--- src/sv/itoa_pkg.sv ---
// Shared types, constants and register codes for the decimal text converter.
`timescale 1ns / 1ps

package itoa_pkg;

  // Largest text, padding included, that padding may fill up to.
  localparam int BUF_CHARS = 11;

  // Widths of the binary value, the BCD digit store and the character counters.
  localparam int VALUE_W  = 32;
  localparam int DIGITS   = 10;
  localparam int BCD_W    = 4 * DIGITS;
  localparam int CHAR_W   = 8;
  localparam int LEN_W    = 5;
  localparam int CNT_W    = 4;
  localparam int STEP_W   = 5;

  // ASCII codes used in the text.
  localparam logic [CHAR_W-1:0] CH_ZERO  = 8'h30;
  localparam logic [CHAR_W-1:0] CH_SPACE = 8'h20;
  localparam logic [CHAR_W-1:0] CH_MINUS = 8'h2D;

  // Register index codes, taken from paddr[2].
  localparam logic REG_PAD    = 1'b0;
  localparam logic REG_TARGET = 1'b1;

  // Controller states.
  typedef enum logic [1:0] {
    ST_IDLE,
    ST_CONVERT,
    ST_MEASURE,
    ST_EMIT
  } state_t;

  // Commands from the controller to the datapath.
  typedef struct packed {
    logic load;
    logic step;
    logic measure;
    logic emit;
  } cmd_t;

  // Status from the datapath to the controller.
  typedef struct packed {
    logic conv_last;
    logic out_free;
    logic emit_last;
  } status_t;

endpackage

--- src/sv/itoa_ctrl.sv ---
// Controller state machine that sequences load, conversion, measuring and emission.
`timescale 1ns / 1ps

module itoa_ctrl (
  input  logic               clk,
  input  logic               rst,
  input  logic               value_valid,
  output logic               value_stall,
  input  itoa_pkg::status_t  status,
  output itoa_pkg::cmd_t     cmd
);

  itoa_pkg::state_t state;
  itoa_pkg::state_t state_next;

  // State register.
  always_ff @(posedge clk) begin
    if (rst) begin
      state <= itoa_pkg::ST_IDLE;
    end else begin
      state <= state_next;
    end
  end

  // Next state.
  always_comb begin
    state_next = state;
    case (state)
      itoa_pkg::ST_IDLE: begin
        if (value_valid) state_next = itoa_pkg::ST_CONVERT;
      end
      itoa_pkg::ST_CONVERT: begin
        if (status.conv_last) state_next = itoa_pkg::ST_MEASURE;
      end
      itoa_pkg::ST_MEASURE: begin
        state_next = itoa_pkg::ST_EMIT;
      end
      itoa_pkg::ST_EMIT: begin
        if (status.out_free && status.emit_last) state_next = itoa_pkg::ST_IDLE;
      end
      default: begin
        state_next = itoa_pkg::ST_IDLE;
      end
    endcase
  end

  // Outputs: the datapath only moves a character when the output register is free.
  always_comb begin
    cmd         = '0;
    value_stall = 1'b1;
    case (state)
      itoa_pkg::ST_IDLE: begin
        value_stall = 1'b0;
        cmd.load    = value_valid;
      end
      itoa_pkg::ST_CONVERT: begin
        cmd.step = 1'b1;
      end
      itoa_pkg::ST_MEASURE: begin
        cmd.measure = 1'b1;
      end
      itoa_pkg::ST_EMIT: begin
        cmd.emit = 1'b1;
      end
      default: begin
        cmd = '0;
      end
    endcase
  end

endmodule

--- src/sv/itoa_dp.sv ---
// Datapath: shift-add-3 conversion, text length and padding, and the character output register.
`timescale 1ns / 1ps

module itoa_dp #(
  parameter int BUF_CHARS = itoa_pkg::BUF_CHARS
) (
  input  logic                                 clk,
  input  logic                                 rst,
  input  logic [itoa_pkg::VALUE_W-1:0]         value,
  input  logic                                 command,
  input  logic                                 pad_with_spaces,
  input  logic [itoa_pkg::LEN_W-1:0]           target_length,
  input  itoa_pkg::cmd_t                       cmd,
  output itoa_pkg::status_t                    status,
  output logic                                 character_valid,
  input  logic                                 character_stall,
  output logic [itoa_pkg::CHAR_W-1:0]          character,
  output logic                                 last
);

  logic [itoa_pkg::VALUE_W-1:0]           bin;
  logic [itoa_pkg::DIGITS-1:0][3:0]       bcd;
  logic [itoa_pkg::DIGITS-1:0][3:0]       bcd_adj;
  logic [itoa_pkg::STEP_W-1:0]            step_cnt;
  logic                                   neg;
  logic [itoa_pkg::LEN_W-1:0]             pad_len;
  logic [itoa_pkg::LEN_W-1:0]             total;
  logic [itoa_pkg::LEN_W-1:0]             pos;
  logic                                   load_neg;
  logic [itoa_pkg::VALUE_W-1:0]           load_mag;
  logic [itoa_pkg::CNT_W-1:0]             digit_count;
  logic [itoa_pkg::LEN_W-1:0]             text_len;
  logic [itoa_pkg::LEN_W-1:0]             pad_calc;
  logic [itoa_pkg::LEN_W-1:0]             digit_idx;
  logic [3:0]                             digit;
  logic [itoa_pkg::CHAR_W-1:0]            char_sel;
  logic                                   out_free;
  logic                                   fire;

  // Sign and magnitude of the incoming value; the most negative value negates to itself.
  assign load_neg = command & value[itoa_pkg::VALUE_W-1];
  assign load_mag = load_neg ? (~value + 1'b1) : value;

  // Add 3 to every BCD digit of 5 or more before the next shift.
  always_comb begin
    for (int i = 0; i < itoa_pkg::DIGITS; i++) begin
      bcd_adj[i] = (bcd[i] >= 4'd5) ? (bcd[i] + 4'd3) : bcd[i];
    end
  end

  // Number of significant digits, at least one.
  always_comb begin
    digit_count = 4'd1;
    for (int i = 1; i < itoa_pkg::DIGITS; i++) begin
      if (bcd[i] != 4'd0) digit_count = itoa_pkg::CNT_W'(i + 1);
    end
  end

  // Text length with sign, and the pad count when the target fits the buffer.
  assign text_len = {1'b0, digit_count} + {{(itoa_pkg::LEN_W-1){1'b0}}, neg};
  assign pad_calc = (target_length > text_len &&
                     target_length <= itoa_pkg::LEN_W'(BUF_CHARS))
                    ? (target_length - text_len) : '0;

  // Conversion registers: load, one shift-add-3 step a cycle, then measure.
  always_ff @(posedge clk) begin
    if (cmd.load) begin
      bin      <= load_mag;
      bcd      <= '0;
      neg      <= load_neg;
      step_cnt <= '0;
    end else if (cmd.step) begin
      bcd      <= itoa_pkg::BCD_W'({bcd_adj, bin[itoa_pkg::VALUE_W-1]});
      bin      <= {bin[itoa_pkg::VALUE_W-2:0], 1'b0};
      step_cnt <= step_cnt + 1'b1;
    end
  end

  // Padding and total length, fixed for the whole emission.
  always_ff @(posedge clk) begin
    if (cmd.measure) begin
      pad_len <= pad_calc;
      total   <= pad_calc + text_len;
      pos     <= '0;
    end else if (fire) begin
      pos     <= pos + 1'b1;
    end
  end

  // Character at the current position: pad, then sign, then digits from the top.
  assign digit_idx = total - pos - 1'b1;
  assign digit     = (digit_idx < itoa_pkg::LEN_W'(itoa_pkg::DIGITS))
                     ? bcd[digit_idx[itoa_pkg::CNT_W-1:0]] : 4'd0;

  always_comb begin
    if (pos < pad_len) begin
      char_sel = pad_with_spaces ? itoa_pkg::CH_SPACE : itoa_pkg::CH_ZERO;
    end else if (neg && pos == pad_len) begin
      char_sel = itoa_pkg::CH_MINUS;
    end else begin
      char_sel = itoa_pkg::CH_ZERO + {4'b0, digit};
    end
  end

  // Output register takes a new character when empty or when its transfer completes.
  assign out_free = ~character_valid | ~character_stall;
  assign fire     = cmd.emit & out_free;

  always_ff @(posedge clk) begin
    if (rst) begin
      character_valid <= 1'b0;
    end else if (fire) begin
      character_valid <= 1'b1;
    end else if (!character_stall) begin
      character_valid <= 1'b0;
    end
  end

  always_ff @(posedge clk) begin
    if (fire) begin
      character <= char_sel;
      last      <= (pos == total - 1'b1);
    end
  end

  // Status back to the controller.
  assign status.conv_last = (step_cnt == itoa_pkg::STEP_W'(itoa_pkg::VALUE_W - 1));
  assign status.out_free  = out_free;
  assign status.emit_last = (pos == total - 1'b1);

endmodule

--- src/sv/integer_to_padded_decimal_text.sv ---
// Top level of the decimal text converter: register port, controller and datapath.
`timescale 1ns / 1ps
//
// Converts one 32-bit value a transfer into decimal ASCII, one character per
// output transfer, most significant first, with last set on the final one.
// Input channel: value, command (1 = two's complement), value_valid and
// value_stall; a transfer happens when valid is high and stall is low.
// Output channel: character and last with character_valid/character_stall.
// The register port sets pad_with_spaces (address 0) and target_length
// (address 4); write them only while no value is in progress.
// Sequence: the value loads at its input transfer, then 32 shift-add-3 steps
// and one measuring state run before characters go into the output register,
// one character a cycle while the receiver does not stall. A value gives 1
// to 11 characters at the default buffer size. The next value is taken while
// the last character still waits in the output register.
// A stalled receiver holds the output register and pauses emission; the
// conversion itself is not held up. Reset empties the output register,
// returns the controller to idle and clears both registers.

module integer_to_padded_decimal_text #(
  parameter int BUF_CHARS = itoa_pkg::BUF_CHARS
) (
  input  logic        clk,
  input  logic        rst,
  // Register port.
  input  logic        psel,
  input  logic        penable,
  input  logic        pwrite,
  input  logic [2:0]  paddr,
  input  logic [31:0] pwdata,
  output logic [31:0] prdata,
  output logic        pready,
  // Input channel.
  input  logic        value_valid,
  output logic        value_stall,
  input  logic [31:0] value,
  input  logic        command,
  // Output channel.
  output logic        character_valid,
  input  logic        character_stall,
  output logic [7:0]  character,
  output logic        last
);

  logic                              pad_with_spaces;
  logic [itoa_pkg::LEN_W-1:0]        target_length;
  logic                              wr_en;
  itoa_pkg::cmd_t                    cmd;
  itoa_pkg::status_t                 status;

  // Configuration registers.
  assign pready = 1'b1;
  assign wr_en  = psel & penable & pwrite & pready;

  always_ff @(posedge clk) begin
    if (rst) begin
      pad_with_spaces <= 1'b0;
      target_length   <= '0;
    end else if (wr_en) begin
      case (paddr[2])
        itoa_pkg::REG_PAD:    pad_with_spaces <= pwdata[0];
        itoa_pkg::REG_TARGET: target_length   <= pwdata[itoa_pkg::LEN_W-1:0];
        default:              pad_with_spaces <= pad_with_spaces;
      endcase
    end
  end

  // Register read-back.
  always_comb begin
    case (paddr[2])
      itoa_pkg::REG_PAD:    prdata = {31'b0, pad_with_spaces};
      itoa_pkg::REG_TARGET: prdata = {{(32-itoa_pkg::LEN_W){1'b0}}, target_length};
      default:              prdata = '0;
    endcase
  end

  itoa_ctrl u_ctrl (
    .clk         (clk),
    .rst         (rst),
    .value_valid (value_valid),
    .value_stall (value_stall),
    .status      (status),
    .cmd         (cmd)
  );

  itoa_dp #(
    .BUF_CHARS (BUF_CHARS)
  ) u_dp (
    .clk             (clk),
    .rst             (rst),
    .value           (value),
    .command         (command),
    .pad_with_spaces (pad_with_spaces),
    .target_length   (target_length),
    .cmd             (cmd),
    .status          (status),
    .character_valid (character_valid),
    .character_stall (character_stall),
    .character       (character),
    .last            (last)
  );

endmodule
--- config.mk ---
export PLATFORM = sky130hd
export DESIGN_NAME = integer_to_padded_decimal_text
export DESIGN_NICKNAME = d
export VERILOG_FILES = /design/src/sv/itoa_pkg.sv /design/src/sv/itoa_ctrl.sv /design/src/sv/itoa_dp.sv /design/src/sv/integer_to_padded_decimal_text.sv
export SDC_FILE = /design/constraint.sdc
export NUM_CORES = 1
export LEC_CHECK = 0
export CORE_MARGIN = 5
export CORE_UTILIZATION = 35
export DETAILED_ROUTE_END_ITERATION = 6
export DONT_BUFFER_PORTS = 1
export MAX_ROUTING_LAYER = met4
export SYNTH_ARGS = -nofsm -noshare
export SYNTH_HDL_FRONTEND = slang
export SYNTH_SLANG_ARGS = --single-unit
--- constraint.sdc ---
create_clock -name clk -period 4.5 [get_ports clk]
set_clock_uncertainty 0.05 [all_clocks]
set_input_delay 0.9 -clock clk [delete_from_list [all_inputs] [get_ports clk]]
set_output_delay 0.9 -clock clk [all_outputs]
set_load 0.005 [all_outputs]
# [Word level (Yosys, flattened, before mapping)]
# Index checks and enable logic that the tools add are counted.
[totals] reg_bits=111 out_inout_bits=44 in_bits=75 elab_cells=134
[classes] n_bitwise=9 n_eq_ne=10 addsub=20 muxes=41 reduce_logical=17 n_lt_le_gt_ge=15
[ops] op="two-way mux 32 bit" count=3
[ops] op="case mux 32 bit (2 select lines)" count=1
[ops] op="two-way mux 4 bit" count=14
[ops] op="greater-or-equal comparator 4 x 3 -> 1 bit (second input constant)" count=10
[ops] op="adder 4 x 2 -> 4 bit (second input constant)" count=9
[ops] op="nonzero test 4 bit" count=9
[ops] op="adder 32 x 1 -> 32 bit (second input constant)" count=1
[ops] op="NOT 32 bit" count=1
[ops] op="binary-select mux 4 bit (select 4 bit)" count=1
[ops] op="two-way mux 8 bit" count=2
[ops] op="two-way mux 3 bit" count=5
[ops] op="adder 5 x 1 -> 5 bit (second input constant)" count=2
[ops] op="equality test 5 bit" count=2
[ops] op="two-way mux 2 bit" count=5
[ops] op="two-way mux 5 bit" count=2
[ops] op="subtractor 5 x 1 -> 5 bit (second input constant)" count=2
[ops] op="subtractor 5 bit" count=2
[ops] op="case mux 2 bit (4 select lines)" count=1
[ops] op="adder 6 x 4 -> 7 bit (first input constant)" count=1
[ops] op="two-way mux 1 bit" count=7
[ops] op="adder 4 x 1 -> 5 bit" count=1
[ops] op="adder 5 bit" count=1
[ops] op="equality test 5 bit (second input constant)" count=1
[ops] op="greater-than comparator 5 bit" count=1
[ops] op="other kinds (17)" count=28

# [Longest topological paths before layout]
# Gate-level depths: netlist (run 1).
[logic_depth] ltp_word=15 depth_mapped=21 ltp_nobuf=21

# [Hierarchy]
# From an unflattened synthesis (run 1), not the netlist that was laid out.
[unflattened] hier_cells=818 area_unflattened_um2=7313.3
[modules_own_cells] module="itoa_dp" cells_each=735 instances=1 seq_area_each_um2=2492.4 area_per_inst_um2=6586.3
[modules_own_cells] module="integer_to_padded_decimal_text" cells_each=62 instances=1 seq_area_each_um2=120.1 area_per_inst_um2=540.5
[modules_own_cells] module="itoa_ctrl" cells_each=21 instances=1 seq_area_each_um2=40.0 area_per_inst_um2=186.4

# [Worst setup path before layout (run 1)]
# Ideal clock, no wire load.
[synth_timing] path_kind="flip-flop to flip-flop" start="register u_dp.bcd[4] (netlist name)" end="register u_dp.total[4] (netlist name) (data pin)" required_time_ps=4186 path_stages_with_launch=21 synth_period_minus_slack_ps=4448 path_buffers=0 setup_time_ps=264 arrival_time_ps=4134 slack_ps=52 path_cell_list="dfxtp_1 -> inv_1 -> ha_1 -> nor3b_1 -> o41ai_1 -> a21oi_1 -> o21ai_0 -> a21boi_0 -> ha_1 -> ha_1 -> inv_1 -> ha_1 -> nor2b_1 -> o31a_1 -> o311ai_1 -> nor2_1 -> ha_1 -> fa_1 -> a21o_1 -> a21oi_1 -> xnor2_1"
[synth_between] elab_chain_len=15 elab_cells_between_ends=16 classes_between="3 x add/sub; 1 x order compare; 10 x mux; 2 x reduce/logical"
[synth_rtl] element="start: declaration" line="itoa_dp.sv:22" rtl="logic [itoa_pkg::DIGITS-1:0][3:0] bcd;"
[synth_rtl] element="start signal: assignment" line="itoa_dp.sv:73" rtl="bcd <= itoa_pkg::BCD_W'({bcd_adj, bin[itoa_pkg::VALUE_W-1]});"
[synth_rtl] element="nonzero test 4 bit (*)" line="itoa_dp.sv:55" rtl="if (bcd[i] != 4'd0) digit_count = itoa_pkg::CNT_W'(i + 1);"
[synth_rtl] element="two-way mux 2 bit (*) (2 in a row)" line="itoa_dp.sv:55"
[synth_rtl] element="two-way mux 3 bit (*) (4 in a row)" line="itoa_dp.sv:55"
[synth_rtl] element="two-way mux 4 bit (*) (3 in a row)" line="itoa_dp.sv:55"
[synth_rtl] element="adder 4 x 1 -> 5 bit (*)" line="itoa_dp.sv:60" rtl="assign text_len = {1'b0, digit_count} + {{(itoa_pkg::LEN_W-1){1'b0}}, neg};"
[synth_rtl] element="greater-than comparator 5 bit" line="itoa_dp.sv:61" rtl="assign pad_calc = (target_length > text_len &&"
[synth_rtl] element="logical AND 1 bit" line="itoa_dp.sv:61"
[synth_rtl] element="two-way mux 5 bit (*)" line="itoa_dp.sv:63" rtl="? (target_length - text_len) : '0;"
[synth_rtl] element="net u_dp.pad_calc, one bit" line="itoa_dp.sv:33" rtl="logic [itoa_pkg::LEN_W-1:0] pad_calc;"
[synth_rtl] element="adder 5 bit (*)" line="itoa_dp.sv:83" rtl="total <= pad_calc + text_len;"
[synth_rtl] element="end signal: assignment" line="itoa_dp.sv:83"
[synth_rtl] element="end: declaration" line="itoa_dp.sv:27" rtl="logic [itoa_pkg::LEN_W-1:0] total;"
# Mark *: on every way through the listed nets, which the timed path passes. The rest lies on a longest branch.
# A chain may end at the register's enable or synchronous reset.

# [Worst setup path after layout (run 1)]
[layout_timing] start="register u_dp.bcd[4] (netlist name)" end="register u_dp.total[3] (netlist name) (data pin)"
# The elaborated chain is that of the path after synthesis.

==> flow_summary.toml, run 1 <==
[outcome]
status = "finished, final reports clean"

[power]
power_w = 0.003494
power.density_nw_per_um2 = 434.0
leakagePower_nw = 3.179
ir_drop_v = 0.0002103

[synth]
ys_seq_area_share_pct = 36.65
syn-instance-count = 799
yosysUniqueCellTypes = 61
synth_warnings = 0
synth_edf_count = 49
async_reset_ff_share_pct = 0
synth_seq_cells = 108
syn_area_per_cell_um2 = 9.057
synth_ff_type = "dfxtp_1"
synth_area_um2 = 7237

[place]
io_buffers = 0
pre_cts_slack_ns = -0.04983
hpwlAfterDp_mm = 11.07
finalWeightedCongestion = 0.7978
dpl_cell_area_um2 = 7659

[detailed_routing]
vias = 5490
drtIter0Drc = 240
wl_per_cell_um = 13.59
drc = 0
via_per_inst = 5.009
dr.pass1.iters = 4
routed_wl_mm = 14.89
ant_nets = 0

[sta]
whs_ns = 0.4408
max_freq_mhz = 237.2
hold_viol_final = 0
setup-tns-final_ns = 0
min_period_over_period_pct = 93.67
slew_headroom_pct = 42.23
finalSetupViolCount = 0
post-route-min-period_ns = 4.215
worstMarginPinSlew_ns = 0.8644
rsz0062_at_grt = "no"
slew_viol_final = 0
setup_slack_ns = 0.2850

[worst_setup_path]
r2r_cells = 21
cp.arrival_ns = 4.27
worst_setup_path_end_kind = "flip-flop"
r2r_slack_ns = 0.28
critical_path.endpoint = "u_dp.total[3]"
crit_type = "flip-flop to flip-flop"
crit_start = "u_dp.bcd[4]"
r2r_end = "u_dp.total[3]"
r2r-start = "u_dp.bcd[4]"
path_max_fanout = 4
startpoint_type = "flip-flop"
crit_required_ns = 4.56

[die]
initial_core_util_pct = 35.65
fp.coreArea_um2 = 20300
die_height_um = 153.8
die_area_um2 = 23650
num_rows = 52
die_w_um = 153.8
ios = 119

[cts]
clock_latency_ns = 0.35
clkTransAtPathRegs_ns = 0.07
clockBufferDepth = 2
clock-sinks = 108
htreeDepth = 3
numCtsBuffers = 9
cts-root-buf = "clkbuf_16"
postCtsSetupBuffers = 0
cts_tree = "yes"

[final_layout]
ff_latch_area_um2 = 2655
fillers = 2084
syn_to_final_growth_pct = 11.26
finalInstanceArea_um2 = 8051
nets = 954
multi_input_area_um2 = 4245
drive_gt1_share_pct = 11.50
antenna_cells = 0

[global_route]
grt_pass1_wl_mm = 24.58
grt_util_all_layers_pct = 12.83
grt_max_degree = 60
antenna_found_initial = 0
grt.overflow.total = 0
grt_pass1_vias = 5188

[job]
cap_violations = 0

[min_path]
hold_class = "flip-flop to flip-flop"
[layout make-up]
cell class                      count  area share (%)
Multi-Input combinational cell    608           52.73
Sequential cell                   108           32.98
Tap cell                          270           4.196
Timing Repair Buffer               42           3.916
Clock buffer                       16           3.761
Inverter                           52           2.424
[cell families (layout without fill, tap and decap cells)]
logic type,count (synthesis),after routing,synth area share [%]
AO/OA/AOI/OAI,167,167,13.83
other,2,32,0.1038
buffers and inverters,113,110,7.607
multiplexers,39,39,6.846
flip-flops,108,108,36.65
adder cells (fa/ha/maj),58,58,10.34
AND/OR/NAND/NOR,247,247,16.55
XOR/XNOR,65,65,8.074
[synth_stat cells (all sizes together), types with 5 or more instances]
master | n | share of area (%)
and2 | 7 | 0.61
nor3b | 10 | 1.1
o21ai | 55 | 3.8
ha | 55 | 9.5
dfxtp | 59 | 16
o211ai | 10 | 1.0
xor2 | 11 | 1.3
a21oi | 50 | 3.5
mux4 | 8 | 2.5
mux2i | 27 | 3.7
nor4 | 6 | 0.73
nand4 | 8 | 0.69
nand2 | 87 | 4.5
nor2 | 53 | 2.8
inv | 51 | 2.6
nand3 | 25 | 1.8
nand2b | 14 | 1.2
xnor2 | 53 | 6.4
nor3 | 17 | 1.2
clkbuf | 24 | 1.2
edfxtp | 49 | 20
a21o | 14 | 1.5
or3 | 5 | 0.43
a31oi | 12 | 1.0
buf | 37 | 3.7
[routing by layer]
metal  GRT usage [%]  wire [um]  vias up  part of all wire [%]
met4           3.196        172        0                   1.2
li1                -          -     2794                     -
met2           20.49       7127      103                    48
met3           3.598        831       10                   5.6
met5               -          0        -                     0
met1           16.16       6761     2583                    45
[what timing repair did]
| action | in CTS | in global routing |
|---|---|---|
| setup endpoints to repair | 1 | 3 |
| cloned | 0 | 0 |
| hold buffers | 0 | 0 |
| gates resized for setup | 1 | 18 |
| pin swaps | 0 | 9 |
[worst min-delay path by stage]
stage / from / to / slack, ns / depth (start not counted)
2_1_floorplan: u_dp.bcd[39] / u_dp.bcd[39] / 0.40 / 2
3_3_place_gp: u_dp.bin[31] / u_dp.bcd[0] / 0.43 / 2
3_5_place_dp: u_dp.bin[31] / u_dp.bcd[0] / 0.43 / 2
4_1_cts: u_dp.bin[31] / u_dp.bcd[0] / 0.45 / 2
5_1_grt: u_dp.bin[31] / u_dp.bcd[0] / 0.47 / 2
6_report: u_dp.bin[31] / u_dp.bcd[0] / 0.44 / 2
[metrics by stage]
stage	utilization, %	std cells
CTS	39.26	1096
finish	39.66	1096
detailed placement	37.73	1080
floorplan	-	829
global route	39.66	1096
global placement	37.73	1080
[critical path, cell delays in order, from the launching register on]
cell and delay (ns):
dfxtp_2 0.32, inv_1 0.05, ha_2 0.18, nor3b_2 0.17, o41ai_2 0.32, a21oi_1 0.11, o21ai_1 0.14, a21boi_1 0.08
ha_2 0.19, ha_4 0.26, inv_1 0.05, ha_4 0.21, nor2b_2 0.16, o31a_1 0.32, o311ai_4 0.30, buf_4 0.18
nor2_1 0.07, buf_4 0.14, ha_1 0.28, a21o_1 0.17, a21oi_2 0.14, xnor2_1 0.07
[sequential cells by signal, summed over array words and instances, names as in the netlist, 5 cells and up]
signal and cells:
u_dp.pos 5, u_dp.pad_len 5, u_dp.step_cnt 5, u_dp.bin 32
u_dp.character 5, u_dp.total 5, target_length 5, u_dp.bcd 40
[where the power goes]
group          switching [W]  total [W]  internal, W
clock network       0.000351   0.000807     0.000456
logic               0.000760    0.00123     0.000474
registers           0.000108    0.00145      0.00134
total                0.00122    0.00349      0.00228
[placed cells by master, fill, tap and decap left out, types with 3 or more instances in the layout]
| cell type | netlist | layout |
|---|---|---|
| a21o_1 | 14 | 14 |
| a21oi_1 | 50 | 48 |
| a311oi_1 | 4 | 4 |
| a31oi_1 | 12 | 12 |
| a41oi_1 | 4 | 4 |
| and2_1 | 7 | 7 |
| buf_4 | 31 | 42 |
| clkbuf_1 | 24 | 3 |
| clkbuf_16 | 0 | 10 |
| clkbuf_8 | 0 | 3 |
| conb_1 | 2 | 32 |
| dfxtp_1 | 59 | 57 |
| edfxtp_1 | 49 | 49 |
| ha_1 | 55 | 50 |
| ha_2 | 0 | 3 |
| inv_1 | 50 | 50 |
| mux2_2 | 4 | 4 |
| mux2i_1 | 27 | 27 |
| mux4_2 | 8 | 8 |
| nand2_1 | 87 | 86 |
| nand2b_1 | 14 | 14 |
| nand3_1 | 24 | 24 |
| nand3b_1 | 3 | 3 |
| nand4_1 | 8 | 8 |
| nor2_1 | 52 | 51 |
| nor2b_1 | 4 | 3 |
| nor3_1 | 17 | 17 |
| nor3b_1 | 9 | 7 |
| nor3b_2 | 1 | 3 |
| nor4_1 | 5 | 4 |
| o211ai_1 | 10 | 10 |
| o21ai_0 | 54 | 53 |
| or3_1 | 5 | 5 |
| xnor2_1 | 53 | 52 |
| xor2_1 | 11 | 11 |
Note: power is estimated with default switching activity, not from simulation.
==> run 2: changes to the inputs <==
- CELL_PAD_IN_SITES_DETAIL_PLACEMENT: default -> 2
- CELL_PAD_IN_SITES_GLOBAL_PLACEMENT: default -> 2
- PLACE_DENSITY_LB_ADDON: default -> 0.1
==> flow_summary.toml, run 2 (synthesis results as in run 1) <==
[outcome]
status = "finished, final reports clean"

[detailed_routing]
drtIter0Drc = 231
drc = 0
wl_per_cell_um = 18.11
vias = 5774
ant_nets = 0
via_per_inst = 5.254
routed_wl_mm = 19.91
dr.pass1.iters = 4

[worst_setup_path]
r2r_cells = 21
startpoint_type = "flip-flop"
path_max_fanout = 4
crit_required_ns = 4.57
worst_setup_path_end_kind = "flip-flop"
crit_type = "flip-flop to flip-flop"
cp.arrival_ns = 4.36

[power]
power_w = 0.003595
switchingPower_w = 0.001341
pwr-share-comb_pct = 36.5
p_sw_share_pct = 37.30
leakagePower_nw = 3.198
power.density_nw_per_um2 = 444.9
p_int_w = 0.002254
seqPwrFrac_pct = 40.6
ir_drop_v = 0.0001941
clkPwrFrac_pct = 22.9

[place]
finalWeightedCongestion = 0.7914
dpl_cell_area_um2 = 7666
hpwlAfterDp_mm = 15.24
pre_cts_slack_ns = -0.1900
io_buffers = 0

[final_layout]
drive_gt1_share_pct = 12.06
top_register = "u_dp.bcd"
fillers = 2265
mostFrequentLayoutCells = "nand2_1, dfxtp_1, o21ai_0, nor2_1, xnor2_1"
antenna_cells = 0
finalInstanceArea_um2 = 8079
mostFrequentLayoutCell = "nand2_1"
nets = 957
top_regs = "u_dp.bcd (40), u_dp.bin (32)"
largest_reg_flops = 40
post-route-util_pct = 39.80
syn_to_final_growth_pct = 11.64

[min_path]
hold_class = "flip-flop to flip-flop"
holdPathStages = 2

[cts]
clkTransAtPathRegs_ns = 0.08
hold_buffers = 0
htreeDepth = 3
clockBufferDepth = 2
cts-root-buf = "clkbuf_16"
numCtsBuffers = 9
clock-sinks = 108
clock_latency_ns = 0.37
cts_tree = "yes"

[die]
num_rows = 52
ios = 119
die_w_um = 153.8
die_height_um = 153.8
fp.coreArea_um2 = 20300
initial_core_util_pct = 35.65
die_area_um2 = 23650

[job]
cap_violations = 0

[global_route]
grt_pass1_vias = 6378
antenna_found_initial = 0
grt_util_all_layers_pct = 17.32
grt_max_degree = 60
grt.overflow.total = 0
grt_pass1_wl_mm = 32.66

[sta]
finalSetupViolCount = 0
min_period_over_period_pct = 95.45
setup_slack_ns = 0.2045
whs_ns = 0.4544
post-route-min-period_ns = 4.295
worstMarginPinSlew_ns = 1.070
max_freq_mhz = 232.8
slew_headroom_pct = 28.55
hold_viol_final = 0
slew_viol_final = 0
==> run 2: cell count changes in the layout (fill, tap and decap cells not counted), sizes merged <==
cell      delta
bufinv       +1
clkinvlp     +2
clkbuf       -7
inv          +1
clkinv       +3
buf          +3
==> run 2: path summary, 6_finish.rpt <==
path | slack (ns) | to | from
min reg2reg | 0.45 | u_dp.bcd[0] | u_dp.bin[31]
max reg2reg | 0.20 | u_dp.total[3] | u_dp.bcd[4]
min | 0.45 | u_dp.bcd[0] | u_dp.bin[31]
max | 0.20 | u_dp.total[3] | u_dp.bcd[4]
==> run 2: routing by layer <==
| metal | share of wire, % | track usage (%) | vias to the layer above |
|---|---|---|---|
| li1 | - | - | 2788 |
| met1 | 44 | 20.22 | 2890 |
| met2 | 52 | 30.71 | 78 |
| met3 | 2.6 | 3.007 | 18 |
| met4 | 1.2 | 4.794 | 0 |
| met5 | 0 | - | - |
==> run 2: per-stage QoR <==
| stage | std cells | TNS [ns] |
|---|---|---|
| 2_1_floorplan | 829 | 0 |
| 3_3_place_gp | 1081 | -0.07326 |
| 3_5_place_dp | 1081 | -0.3325 |
| 4_1_cts | 1097 | 0 |
| 5_1_grt | 1099 | -0.08773 |
| 6_report | 1099 | 0 |
==> run 2: final cells by class <==
| type | instances | area [um2] | share of cell area (%) |
|---|---|---|---|
| clock buffer | 9 | 225.2 | 2.788 |
| clock inverter | 7 | 75.07 | 0.9292 |
| inverter | 52 | 195.2 | 2.416 |
| multi-input combinational | 608 | 4255 | 52.67 |
| sequential | 108 | 2653 | 32.83 |
| tap | 270 | 337.8 | 4.182 |
| timing repair buffer | 45 | 337.8 | 4.182 |
==> run 2: critical path, stage by stage (launching register included) <==
cell      delay (ns)
dfxtp_1         0.33
inv_1           0.06
ha_2            0.20
nor3b_4         0.16
o41ai_2         0.23
a21oi_1         0.11
o21ai_1         0.14
a21boi_1        0.10
ha_2            0.21
ha_4            0.26
inv_1           0.03
ha_1            0.28
nor2b_1         0.15
o31a_1          0.32
o311ai_2        0.25
buf_4           0.18
nor2_1          0.08
buf_4           0.15
ha_1            0.28
a21o_1          0.19
a21oi_1         0.21
xnor2_1         0.08
==> run 2: power groups by stage <==
stage | Clock (W) | Sequential [W] | Combinational (W)
final | 0.000825 | 0.00146 | 0.00131
after detailed placement | 0 | 0.00149 | 0.00133
after global placement | 0 | 0.00147 | 0.00125
after floorplan | 0 | 0.00144 | 0.000997
after global routing | 0.000888 | 0.00149 | 0.00147
after CTS | 0.000852 | 0.00147 | 0.00134
==> run 2: what timing repair did <==
item | in CTS | in global routing
setup buffers | 0 | 2
resized for setup | 10 | 9
pin swaps | 5 | 9
setup endpoints to repair | 3 | 3
==> run 3: changes to the inputs <==
- REMOVE_ABC_BUFFERS: default -> 1
- clock period: 4.5 -> 4.1 ns (I/O delays scaled with it)
==> flow_summary.toml, run 3 (synthesis results as in run 1) <==
[outcome]
status = "finished with violations"
violations = "negative setup slack"

[detailed_routing]
via_per_inst = 5.196
wl_per_cell_um = 18.59
ant_nets = 0
drc = 0
dr.pass1.iters = 4
vias = 5949
routed_wl_mm = 21.28
drtIter0Drc = 164

[power]
switchingPower_w = 0.001486
p_int_w = 0.002442
power.density_nw_per_um2 = 463.6
ir_drop_v = 0.0002101
clkPwrFrac_pct = 21.3
seqPwrFrac_pct = 40.8
p_sw_share_pct = 37.84
leakagePower_nw = 3.417
pwr-share-comb_pct = 37.9

[global_route]
gr-usage-met1_pct = 20.73
grt_use_met2_pct = 34.41
grt_pass1_vias = 6803
grt.overflow.total = 0
use_met3_pct = 2.473
antenna_found_initial = 0
grt_util_all_layers_pct = 18.61
grt_max_degree = 56
top_usage_layer = "met2"
grt_pass1_wl_mm = 34.74

[sta]
slew_viol_final = 0
worstMarginPinSlew_ns = 0.9570
setup-tns-final_ns = -0.1886
max_freq_mhz = 238.7
min_period_over_period_pct = 102.2
slew_headroom_pct = 36.13
whs_ns = 0.4360
setup_slack_ns = -0.08898
hold_viol_final = 0
post-route-min-period_ns = 4.189
rsz0062_at_grt = "yes"
finalSetupViolCount = 3

[die]
fp.coreArea_um2 = 20300
die_area_um2 = 23650
initial_core_util_pct = 35.65
die_height_um = 153.8
num_rows = 52
ios = 119
die_w_um = 153.8

[place]
hpwlAfterDp_mm = 16.09
dpl_cell_area_um2 = 7974
placed_cells = 1122
io_buffers = 0
finalWeightedCongestion = 0.8192

[worst_setup_path]
crit_required_ns = 4.14
crit_chain = "inv_2 -> ha_4 -> nor3b_4 -> o41ai_2 -> a21oi_1 -> o21ai_1 -> a21boi_1 -> ha_2 -> ha_4 -> inv_2 -> ha_4 -> nor2b_4 -> o31a_1 -> o311ai_2 -> buf_4 -> nor2_4 -> ha_4 -> fa_2 -> a21o_1 -> a21oi_2 -> xnor2_1"
crit_type = "flip-flop to flip-flop"
slowest_delay_ns = 0.35
cpMostUsedCell = "ha_4"
crit_buf_inv = 3
path_max_fanout = 3
cp.arrival_ns = 4.23
slowest_stage = "fa_2"
startpoint_type = "flip-flop"
worst_setup_path_end_kind = "flip-flop"
crit_family = "compound AO/OA/AOI/OAI gates"

[final_layout]
mostFrequentLayoutCell = "buf_4"
fillers = 2250
nets = 1003
post-route-util_pct = 41.74
fin_cells = 1145
top_regs = "u_dp.bcd (40), u_dp.bin (32)"
finalInstanceArea_um2 = 8473
largest_reg_flops = 40
syn_to_final_growth_pct = 17.08
mostFrequentLayoutCells = "buf_4, nand2_1, dfxtp_1, o21ai_0, xnor2_1"
top_register = "u_dp.bcd"
antenna_cells = 0
drive_gt1_share_pct = 18.06

[cts]
htreeDepth = 3
clkTransAtPathRegs_ns = 0.08
clock_latency_ns = 0.36
clockBufferDepth = 2
cts_tree = "yes"
clock-sinks = 108
cts-root-buf = "clkbuf_16"
hold_buffers = 0
numCtsBuffers = 9

[job]
cap_violations = 0

[min_path]
hold_class = "flip-flop to flip-flop"
run 3: worst min-delay path: cells and delay by family (launching register included):
| kind | cells | cell delay [ns] |
|---|---|---|
| AND/OR/NAND/NOR | 1 | 0.07 |
| multiplexers | 1 | 0.06 |
| flip-flops | 1 | 0.32 |
run 3: worst paths after layout:
check | startpoint | endpoint | slack [ns] | depth (start not counted)
max | u_dp.bcd[4] | u_dp.total[4] | -0.09 | 21
max reg2reg | u_dp.bcd[4] | u_dp.total[4] | -0.09 | 21
min | u_dp.bin[31] | u_dp.bcd[0] | 0.44 | 2
min reg2reg | u_dp.bin[31] | u_dp.bcd[0] | 0.44 | 2
run 3: area by class of cell:
cell class / count / area (um2) / share of cell area (%)
repair buffers: 91 / 683.2 / 8.063
flip-flops and latches: 108 / 2656 / 31.35
clock buffers: 12 / 236.5 / 2.791
inverters: 52 / 195.2 / 2.304
clock inverters: 4 / 33.78 / 0.3987
well taps: 270 / 337.8 / 3.987
multi-input cells: 608 / 4330 / 51.11
run 3: power groups by stage:
stage               clock network, W  registers (W)  logic, W
floorplan                          0        0.00158   0.00104
global placement                   0        0.00162   0.00138
detailed placement                 0        0.00163   0.00147
CTS                         0.000867        0.00161   0.00150
global route                0.000899        0.00164   0.00167
finish                      0.000838        0.00160   0.00149
run 3: what timing repair did:
action,CTS,global route
pin swaps,16,11
setup endpoints to repair,4,4
endpoints found under the hold margin,0,0
buffers inserted,5,2
resized for setup,31,8
run 3: metrics by stage:
step                total power (W)  setup WS [ns]
floorplan                  0.002619        -0.3478
global route               0.004203        -0.3331
global placement           0.002996        -0.3715
CTS                        0.003981        -0.1359
detailed placement         0.003099        -0.5055
finish                     0.003928       -0.08898
run 3: metal layers:
metal | vias to the layer above | wire (um)
met5 | - | 0
met4 | 0 | 441
met3 | 25 | 487
met2 | 77 | 11500
met1 | 2965 | 8848
li1 | 2882 | -
